--- config.mk ---
export PLATFORM = sky130hd
export DESIGN_NAME = csv_field_tokenizer
export DESIGN_NICKNAME = d
export VERILOG_FILES = /design/src/hw/rtl/cft_pkg.sv /design/src/hw/rtl/cft_ram.sv /design/src/hw/rtl/cft_ctrl.sv /design/src/hw/rtl/cft_dp.sv /design/src/hw/rtl/csv_field_tokenizer.sv
export SDC_FILE = /design/constraint.sdc
export NUM_CORES = 1
export LEC_CHECK = 0
export BUFFER_PORTS_ARGS = -buffer_cell sky130_fd_sc_hd__buf_2
export CAP_MARGIN = 20
export CORE_ASPECT_RATIO = 1.1
export CORE_MARGIN = 4
export CORE_UTILIZATION = 40
export CTS_CLUSTER_SIZE = 10
export DETAILED_ROUTE_END_ITERATION = 12
export PLACE_DENSITY = 0.61
export REMOVE_ABC_BUFFERS = 1
export SYNTH_ARGS = -nofsm -noshare
export SYNTH_HDL_FRONTEND = slang
export SYNTH_SLANG_ARGS = --single-unit
--- constraint.sdc ---
create_clock -name clk -period 3.18 [get_ports clk]
set_clock_uncertainty 0.2 [all_clocks]
set_input_delay 0.159 -clock clk [delete_from_list [all_inputs] [get_ports clk]]
set_output_delay 0.159 -clock clk [all_outputs]
set_load 0.005 [all_outputs]
--- src/hw/rtl/cft_pkg.sv ---
// Shared types, constants and helpers for the CSV field tokenizer.
package cft_pkg;

  localparam int HOLD_DEPTH_DEF = 16;

  // Configuration register indexes
  localparam int CFG_IDX_W = 1;
  localparam logic [CFG_IDX_W-1:0] REG_SEPARATOR  = 1'd0;
  localparam logic [CFG_IDX_W-1:0] REG_QUOTE_MARK = 1'd1;

  localparam logic [7:0] SEP_RESET   = 8'd44;  // ','
  localparam logic [7:0] QUOTE_RESET = 8'd34;  // '"'

  localparam logic [7:0] CH_SPACE = 8'h20;
  localparam logic [7:0] CH_TAB   = 8'h09;
  localparam logic [7:0] CH_CR    = 8'h0d;
  localparam logic [7:0] CH_LF    = 8'h0a;

  // Input op codes
  localparam logic OP_BYTE = 1'b0;
  localparam logic OP_EOL  = 1'b1;

  // Result kinds
  localparam logic [1:0] KIND_CHAR      = 2'd0;
  localparam logic [1:0] KIND_FIELD_END = 2'd1;
  localparam logic [1:0] KIND_LINE_END  = 2'd2;

  typedef enum logic [1:0] {
    ST_IDLE,
    ST_READ,
    ST_EMIT,
    ST_PEND
  } state_t;

  // What an input transaction does
  typedef enum logic [2:0] {
    CLS_NONE,
    CLS_HOLD,
    CLS_DROP,
    CLS_CHAR,
    CLS_FEND,
    CLS_LEND
  } cls_t;

  // Source of the next result
  typedef enum logic [1:0] {
    SRC_ITEM,
    SRC_HELD,
    SRC_PEND
  } out_src_t;

  typedef struct packed {
    logic     take_item;
    logic     out_load;
    out_src_t out_src;
    logic     rd_en;
    logic     idx_inc;
  } cmd_t;

  typedef struct packed {
    cls_t cls;
    logic held_empty;
    logic replay_last;
    logic out_free;
  } status_t;

  function automatic logic is_space(input logic [7:0] c);
    return (c == CH_SPACE) || (c == CH_TAB) || (c == CH_CR) || (c == CH_LF);
  endfunction

endpackage

--- src/hw/rtl/cft_ram.sv ---
// Generic single-write, single-read RAM with registered read data.
module cft_ram #(
  parameter int WIDTH = 8,
  parameter int DEPTH = cft_pkg::HOLD_DEPTH_DEF,
  parameter int AW    = (DEPTH > 1) ? $clog2(DEPTH) : 1
) (
  input  logic             clk,
  input  logic             we,
  input  logic [AW-1:0]    waddr,
  input  logic [WIDTH-1:0] wdata,
  input  logic             re,
  input  logic [AW-1:0]    raddr,
  output logic [WIDTH-1:0] rdata
);

  logic [WIDTH-1:0] mem_r [DEPTH];
  logic [WIDTH-1:0] rdata_r;

  always_ff @(posedge clk) begin
    if (we) begin
      mem_r[waddr] <= wdata;
    end
    if (re) begin
      rdata_r <= mem_r[raddr];
    end
  end

  assign rdata = rdata_r;

endmodule

--- src/hw/rtl/cft_ctrl.sv ---
// Controller state machine: sequences input transactions and held-space replay.
module cft_ctrl (
  input  logic             clk,
  input  logic             rst_n,
  input  logic             in_valid,
  output logic             in_ready,
  input  cft_pkg::status_t sts,
  output cft_pkg::cmd_t    cmd
);

  cft_pkg::state_t state_r, state_nxt;

  always_ff @(posedge clk) begin
    if (!rst_n) begin
      state_r <= cft_pkg::ST_IDLE;
    end else begin
      state_r <= state_nxt;
    end
  end

  // Next state
  always_comb begin
    state_nxt = state_r;
    case (state_r)
      cft_pkg::ST_IDLE: begin
        if (in_valid && sts.out_free && sts.cls == cft_pkg::CLS_CHAR && !sts.held_empty) begin
          state_nxt = cft_pkg::ST_READ;
        end
      end
      cft_pkg::ST_READ: begin
        state_nxt = cft_pkg::ST_EMIT;
      end
      cft_pkg::ST_EMIT: begin
        if (sts.out_free) begin
          state_nxt = sts.replay_last ? cft_pkg::ST_PEND : cft_pkg::ST_READ;
        end
      end
      cft_pkg::ST_PEND: begin
        if (sts.out_free) begin
          state_nxt = cft_pkg::ST_IDLE;
        end
      end
      default: begin
        state_nxt = cft_pkg::ST_IDLE;
      end
    endcase
  end

  // Outputs
  always_comb begin
    in_ready      = 1'b0;
    cmd           = '0;
    cmd.out_src   = cft_pkg::SRC_ITEM;
    case (state_r)
      cft_pkg::ST_IDLE: begin
        in_ready      = sts.out_free;
        cmd.take_item = in_valid && sts.out_free;
        cmd.out_load  = in_valid && sts.out_free &&
                        (sts.cls == cft_pkg::CLS_FEND || sts.cls == cft_pkg::CLS_LEND ||
                         (sts.cls == cft_pkg::CLS_CHAR && sts.held_empty));
      end
      cft_pkg::ST_READ: begin
        cmd.rd_en = 1'b1;
      end
      cft_pkg::ST_EMIT: begin
        cmd.out_load = sts.out_free;
        cmd.out_src  = cft_pkg::SRC_HELD;
        cmd.idx_inc  = sts.out_free;
      end
      cft_pkg::ST_PEND: begin
        cmd.out_load = sts.out_free;
        cmd.out_src  = cft_pkg::SRC_PEND;
      end
      default: begin
        in_ready = 1'b0;
      end
    endcase
  end

endmodule

--- src/hw/rtl/cft_dp.sv ---
// Datapath: config registers, quote/field state, whitespace hold store, result register.
module cft_dp #(
  parameter int HOLD_DEPTH = cft_pkg::HOLD_DEPTH_DEF
) (
  input  logic                          clk,
  input  logic                          rst_n,
  input  logic                          in_op,
  input  logic [7:0]                    in_char_in,
  input  logic                          cfg_valid,
  output logic                          cfg_ready,
  input  logic [cft_pkg::CFG_IDX_W-1:0] cfg_index,
  input  logic [7:0]                    cfg_data,
  output logic                          out_valid,
  input  logic                          out_ready,
  output logic [1:0]                    out_kind,
  output logic [7:0]                    out_value,
  output logic                          out_overflow,
  output logic                          out_last,
  input  cft_pkg::cmd_t                 cmd,
  output cft_pkg::status_t              sts
);

  localparam int AW = (HOLD_DEPTH > 1) ? $clog2(HOLD_DEPTH) : 1;
  localparam int CW = $clog2(HOLD_DEPTH + 1);

  // Control state
  logic [7:0]    sep_r, sep_nxt;
  logic [7:0]    quote_r, quote_nxt;
  logic          in_quote_r, in_quote_nxt;
  logic          quote_seen_r, quote_seen_nxt;
  logic          field_started_r, field_started_nxt;
  logic [CW-1:0] held_count_r, held_count_nxt;
  logic          dropped_r, dropped_nxt;
  logic          out_valid_r, out_valid_nxt;

  // Payload
  logic [7:0]    pend_r, pend_nxt;
  logic [AW-1:0] idx_r, idx_nxt;
  logic [1:0]    kind_r, kind_nxt;
  logic [7:0]    value_r, value_nxt;
  logic          ovf_r, ovf_nxt;
  logic          last_r, last_nxt;

  logic [7:0]    held_rdata;
  logic          is_q, is_s;
  cft_pkg::cls_t push_cls, cls;
  logic          item_iq, item_qs;

  assign cfg_ready = 1'b1;

  assign is_q = (in_char_in == quote_r);
  assign is_s = (in_char_in == sep_r);

  // Byte that reaches the field-content path
  always_comb begin
    if (!cft_pkg::is_space(in_char_in)) begin
      push_cls = cft_pkg::CLS_CHAR;
    end else if (!field_started_r) begin
      push_cls = cft_pkg::CLS_NONE;  // leading trim
    end else if (held_count_r < CW'(HOLD_DEPTH)) begin
      push_cls = cft_pkg::CLS_HOLD;
    end else begin
      push_cls = cft_pkg::CLS_DROP;
    end
  end

  // Classify the transaction at the input
  always_comb begin
    cls     = cft_pkg::CLS_NONE;
    item_iq = in_quote_r;
    item_qs = 1'b0;
    if (in_op == cft_pkg::OP_EOL) begin
      cls     = cft_pkg::CLS_LEND;
      item_iq = 1'b0;
    end else if (in_quote_r && quote_seen_r) begin
      if (is_q) begin
        cls = push_cls;  // doubled quote: literal
      end else begin
        item_iq = 1'b0;  // section closed, byte handled outside quotes
        cls     = is_s ? cft_pkg::CLS_FEND : push_cls;
      end
    end else if (in_quote_r) begin
      if (is_q) begin
        item_qs = 1'b1;
      end else begin
        cls = push_cls;
      end
    end else begin
      if (is_q) begin
        item_iq = 1'b1;
      end else if (is_s) begin
        cls = cft_pkg::CLS_FEND;
      end else begin
        cls = push_cls;
      end
    end
  end

  assign sts.cls         = cls;
  assign sts.held_empty  = (held_count_r == '0);
  assign sts.replay_last = ((CW'(idx_r) + CW'(1)) == held_count_r);
  assign sts.out_free    = !out_valid_r || out_ready;

  always_comb begin
    sep_nxt           = sep_r;
    quote_nxt         = quote_r;
    in_quote_nxt      = in_quote_r;
    quote_seen_nxt    = quote_seen_r;
    field_started_nxt = field_started_r;
    held_count_nxt    = held_count_r;
    dropped_nxt       = dropped_r;
    pend_nxt          = pend_r;
    idx_nxt           = idx_r;
    out_valid_nxt     = out_valid_r && !out_ready;
    kind_nxt          = kind_r;
    value_nxt         = value_r;
    ovf_nxt           = ovf_r;
    last_nxt          = last_r;

    if (cfg_valid) begin
      case (cfg_index)
        cft_pkg::REG_SEPARATOR:  sep_nxt   = cfg_data;
        cft_pkg::REG_QUOTE_MARK: quote_nxt = cfg_data;
        default: begin
          sep_nxt = sep_r;
        end
      endcase
    end

    if (cmd.take_item) begin
      in_quote_nxt   = item_iq;
      quote_seen_nxt = item_qs;
      case (cls)
        cft_pkg::CLS_HOLD: held_count_nxt = held_count_r + CW'(1);
        cft_pkg::CLS_DROP: dropped_nxt = 1'b1;
        cft_pkg::CLS_CHAR: begin
          field_started_nxt = 1'b1;
          pend_nxt          = in_char_in;
          idx_nxt           = '0;
        end
        cft_pkg::CLS_FEND, cft_pkg::CLS_LEND: begin
          field_started_nxt = 1'b0;
          held_count_nxt    = '0;
          dropped_nxt       = 1'b0;
        end
        default: begin
          held_count_nxt = held_count_r;
        end
      endcase
    end

    if (cmd.idx_inc) begin
      idx_nxt = idx_r + AW'(1);
    end

    if (cmd.out_load) begin
      out_valid_nxt = 1'b1;
      ovf_nxt       = dropped_r;
      case (cmd.out_src)
        cft_pkg::SRC_HELD: begin
          kind_nxt  = cft_pkg::KIND_CHAR;
          value_nxt = held_rdata;
          last_nxt  = 1'b0;
        end
        cft_pkg::SRC_PEND: begin
          kind_nxt       = cft_pkg::KIND_CHAR;
          value_nxt      = pend_r;
          last_nxt       = 1'b1;
          held_count_nxt = '0;
        end
        default: begin
          last_nxt = 1'b1;
          case (cls)
            cft_pkg::CLS_CHAR: begin
              kind_nxt  = cft_pkg::KIND_CHAR;
              value_nxt = in_char_in;
            end
            cft_pkg::CLS_LEND: begin
              kind_nxt  = cft_pkg::KIND_LINE_END;
              value_nxt = '0;
            end
            default: begin
              kind_nxt  = cft_pkg::KIND_FIELD_END;
              value_nxt = '0;
            end
          endcase
        end
      endcase
    end
  end

  always_ff @(posedge clk) begin
    if (!rst_n) begin
      sep_r           <= cft_pkg::SEP_RESET;
      quote_r         <= cft_pkg::QUOTE_RESET;
      in_quote_r      <= 1'b0;
      quote_seen_r    <= 1'b0;
      field_started_r <= 1'b0;
      held_count_r    <= '0;
      dropped_r       <= 1'b0;
      out_valid_r     <= 1'b0;
    end else begin
      sep_r           <= sep_nxt;
      quote_r         <= quote_nxt;
      in_quote_r      <= in_quote_nxt;
      quote_seen_r    <= quote_seen_nxt;
      field_started_r <= field_started_nxt;
      held_count_r    <= held_count_nxt;
      dropped_r       <= dropped_nxt;
      out_valid_r     <= out_valid_nxt;
    end
  end

  always_ff @(posedge clk) begin
    pend_r  <= pend_nxt;
    idx_r   <= idx_nxt;
    kind_r  <= kind_nxt;
    value_r <= value_nxt;
    ovf_r   <= ovf_nxt;
    last_r  <= last_nxt;
  end

  // Held whitespace; written at the fill count, replayed from index 0
  cft_ram #(
    .WIDTH (8),
    .DEPTH (HOLD_DEPTH),
    .AW    (AW)
  ) u_hold (
    .clk   (clk),
    .we    (cmd.take_item && cls == cft_pkg::CLS_HOLD),
    .waddr (held_count_r[AW-1:0]),
    .wdata (in_char_in),
    .re    (cmd.rd_en),
    .raddr (idx_r),
    .rdata (held_rdata)
  );

  assign out_valid    = out_valid_r;
  assign out_kind     = kind_r;
  assign out_value    = value_r;
  assign out_overflow = ovf_r;
  assign out_last     = last_r;

endmodule

--- src/hw/rtl/csv_field_tokenizer.sv ---
// Order: a result is registered in the cycle after its input transaction is accepted;
//   the first replayed byte of held whitespace is registered after the READ and EMIT states.
// Throughput: one input transaction per cycle, set by the single result register;
//   the input waits while it is stalled or a replay runs. A character that follows
//   held whitespace starts one: a RAM read and an emit per byte, then the character.
// Reset: synchronous, active low; clears quote/field state, fill count and result valid,
//   and sets separator to ',' and quote mark to '"'. No clearing pass is needed.
module csv_field_tokenizer #(
  parameter int HOLD_DEPTH = cft_pkg::HOLD_DEPTH_DEF  // 1..256
) (
  input  logic                          clk,
  input  logic                          rst_n,

  // Input channel: one line byte or end of line per transaction
  input  logic                          in_valid,
  output logic                          in_ready,
  input  logic                          in_op,
  input  logic [7:0]                    in_char_in,

  // Result channel
  output logic                          out_valid,
  input  logic                          out_ready,
  output logic [1:0]                    out_kind,
  output logic [7:0]                    out_value,
  output logic                          out_overflow,
  output logic                          out_last,

  // Configuration write channel, always ready
  input  logic                          cfg_valid,
  output logic                          cfg_ready,
  input  logic [cft_pkg::CFG_IDX_W-1:0] cfg_index,
  input  logic [7:0]                    cfg_data
);

  // Commands from the controller, status back from the datapath
  cft_pkg::cmd_t    cmd;
  cft_pkg::status_t sts;

  // The controller takes a transaction only when the result register is free
  // (empty or being drained this cycle). A character that follows held
  // whitespace sends it to a replay loop: read one held byte, emit it, repeat,
  // then emit the character itself with last set.
  cft_ctrl u_ctrl (
    .clk      (clk),
    .rst_n    (rst_n),
    .in_valid (in_valid),
    .in_ready (in_ready),
    .sts      (sts),
    .cmd      (cmd)
  );

  // The datapath classifies the byte at the input (quote handling, separator,
  // whitespace trim) and holds all tokenizer state, the hold RAM and the
  // result register.
  cft_dp #(
    .HOLD_DEPTH (HOLD_DEPTH)
  ) u_dp (
    .clk          (clk),
    .rst_n        (rst_n),
    .in_op        (in_op),
    .in_char_in   (in_char_in),
    .cfg_valid    (cfg_valid),
    .cfg_ready    (cfg_ready),
    .cfg_index    (cfg_index),
    .cfg_data     (cfg_data),
    .out_valid    (out_valid),
    .out_ready    (out_ready),
    .out_kind     (out_kind),
    .out_value    (out_value),
    .out_overflow (out_overflow),
    .out_last     (out_last),
    .cmd          (cmd),
    .sts          (sts)
  );

endmodule

==> metrics.txt <==
initial core utilization 0.406; Starting DRT DRC Count 347; crit-path max cell delay 0.53 ns; CTS tree built; worst skew pair latency 0.43 ns; post-synthesis sequential area ratio 0.692; min cycle time layout 2.99 ns; internal power 4.10 mW; crit-path most repeated cell buf_4; YS warnings 0; Congestion Overflow GR 0; Clock power frac 0.411; post-synthesis register bit count 188; H-Tree Depth 4; top cell type's share of synthesized area 0.619; Fin. Hold Viols 0; initial antenna violation count 0; pre-CTS WS 0.192 ns; Comb pwr share 0.062; hold path cells 4; min-delay src cfg_valid; status completed; worst path cell trace dlygate4sd3_1, buf_2, xnor2_1, nand4_1, or3_1, a32o_2, a2111oi_4, buf_4, nand2_2, nor3_1, buf_4; routed vias 4487; RSZ-0062 raised after global routing false; switching share of power 0.210; worst path arrival time 2.92 ns; Slew Viols, Final 0; wire per inst 20.4 µm; Mapped Area 7760 µm²; CP Class input pin to register; GP Congestion 0.789; Synth area leaders edfxtp_1 (62%), mux4_2 (12%), dfxtp_1 (7.2%); R2R cell count 9; final instance area 9290 µm²; Most used DFF post-synth edfxtp_1; Fmax 0.335 GHz; number of I/O port buffers 36; EDFF count, synth 160; clk root buf clkbuf_16; Final Worst Setup Slack 0.192 ns; row count 53; pin count of the biggest net entering global routing 37; Mapped Cells 490; DIE AREA 21700 µm²; FF-to-FF End u_dp.u_hold.mem_r[3][6]$_DFFE_PP_; setup slack on the worst flop-to-flop path 0.26 ns; Critical-path top delay cell dlygate4sd3_1; first-pass GRT wire length 26900 µm; WP data required 3.11 ns; Storage cell area 5370 µm²; Die H 154 µm; fin nets 611; CTS buffer count 17; commonest cells after routing, fill and taps aside edfxtp_1 (160), nand2_1 (63), mux4_2 (40), buf_2 (36), buf_4 (34); PD cells 559 nW/µm²; Clock Path Buffers 2; Tcrit/Tclk final 0.940; number of global-route vias before repair 4624; area occupied by multi-input gates 2280 µm²; Hold/Removal Path Class input pin to register; ys async rst share 0; static leakage 3.16 nW; P_sw 1.09 mW; DRC viols 0; clk sink count 188; # setup viols final 0; Crit path buffers/inverters 4; r2r startpoint u_dp.quote_r[0]$_SDFFE_PN0P_; Via density 5.32; P&R area growth vs syn 19.7%; Worst VDD drop 374 µV; Max Cap Violations 0; final core area utilization 0.486; worst-margin pin slew 0.845 ns; I/O Pins 38; placed cell areas 8420 µm²; commonest non-fill, non-tap cell in the layout edfxtp_1; Reg power frac 0.527; crit start category input pin; # diodes 0; core area 19100 µm²; Crit Path Max Fanout 8; Die X 141 µm; largest area contributor in the netlist edfxtp_1; fillers 1611; clk slew on worst S/H paths 0.06 ns; Worst path top cell family by delay buffers and inverters; drt pass-1 iters 5; total negative slack 0 ns; library cells used by synthesis 49; relative slew slack 0.435; CP endpoint kind register; Syn Area/Cell 15.8 µm²; HPWL Detailed 11700 µm; GRT Total Usage 0.166; Hold Path End u_dp.sep_r[4]$_SDFFE_PN0P_; share of layout cells above drive strength 1 0.260; drt total wl 17200 µm; Antenna Violating Nets Remaining 0
-- power groups by stage --
stage / Combinational [mW] / Sequential, mW / Clock [mW]
2_1_floorplan: 0.141 / 2.80 / 0
3_3_place_gp: 0.294 / 2.79 / 0
3_5_place_dp: 0.299 / 2.79 / 0
4_1_cts: 0.324 / 2.74 / 2.18
5_1_grt: 0.349 / 2.74 / 2.29
6_report: 0.320 / 2.74 / 2.14
-- cell usage after synthesis (all sizes together), types with 9 or more instances --
master / count
edfxtp: 160
nand2: 64
mux4: 40
nor2: 29
dfxtp: 28
a21oi: 16
clkbuf: 15
o21ai: 15
xnor2: 12
nand3: 11
nand2b: 10
xor2: 10
nor3: 9
-- sequential cells by signal, summed over array words and instances, names as in the netlist, 2 cells and up --
name and flops:
u_ctrl.state_r 2, u_dp.held_count_r 5, u_dp.idx_r 4, u_dp.out_kind 2, u_dp.out_value 8, u_dp.pend_r 8, u_dp.quote_r 8, u_dp.sep_r 8
u_dp.u_hold.mem_r 128, u_dp.u_hold.rdata 8
-- kinds of logic (layout without fill, tap and decap cells) --
group / count (synthesis) / after routing / share of synthesized area
xor+xnor: 22 / 22 / 0.0258
other cells: 1 / 1 / 0.000483
compound gates: 49 / 49 / 0.0418
mux: 49 / 49 / 0.129
flops: 188 / 188 / 0.692
fa+ha+maj: 5 / 5 / 0.00806
simple gates: 148 / 148 / 0.0884
buf+inv: 28 / 134 / 0.0150
-- tightest hold or removal path, delay by kind of cell --
family | cells | cell delay [ns]
AOI/OAI and AO/OA | 1 | 0.05
and+or+nand+nor | 2 | 0.31
buffers and inverters | 1 | 0.10
-- worst max-delay path by stage --
stage | start | endpoint | cells after the start
final | in_char_in[2] | u_dp.u_hold.mem_r[3][6]$_DFFE_PP_ | 11
after global routing | in_char_in[4] | u_dp.u_hold.mem_r[11][4]$_DFFE_PP_ | 11
after CTS | in_char_in[4] | u_dp.u_hold.mem_r[2][1]$_DFFE_PP_ | 10
after detailed placement | u_dp.quote_r[0]$_SDFFE_PN0P_ | u_dp.u_hold.mem_r[2][1]$_DFFE_PP_ | 8
after global placement | u_dp.quote_r[0]$_SDFFE_PN0P_ | u_dp.u_hold.mem_r[0][2]$_DFFE_PP_ | 8
after floorplan | u_dp.quote_r[1]$_SDFFE_PN1P_ | u_dp.u_hold.mem_r[2][0]$_DFFE_PP_ | 7
-- final cells by class --
| type | instances | area share |
|---|---|---|
| Clock buffer | 19 | 0.0466 |
| Timing Repair Buffer | 97 | 0.0771 |
| Clock inverter | 13 | 0.0175 |
| Inverter | 5 | 0.00202 |
| Sequential cell | 188 | 0.578 |
| Tap cell | 247 | 0.0333 |
| Multi-Input combinational cell | 274 | 0.246 |
-- routing by layer --
metal	vias up	global-route usage	share of wire
li1	2053	-	-
met1	2284	0.213	0.42
met2	129	0.283	0.52
met3	21	0.0289	0.042
met4	0	0.0637	0.020
met5	-	0	0
-- through the flow --
| step | std cells | hold WS (ns) | power (mW) |
|---|---|---|---|
| 2_1_floorplan | 467 | 0.0308 | 2.94 |
| 3_3_place_gp | 784 | 0.199 | 3.08 |
| 3_5_place_dp | 784 | 0.200 | 3.09 |
| 4_1_cts | 842 | 0.0222 | 5.24 |
| 5_1_grt | 843 | 0.0569 | 5.38 |
| 6_report | 843 | 0.0505 | 5.19 |
-- repair_timing --
item                                    4_1_cts  5_1_grt
hold buffers                                 26        0
resized for setup                             0        1
hold endpoints to repair                     30        0
buffers inserted                              0        1
endpoints found under the setup margin        0       24
Power figures use the tool's default switching activity.
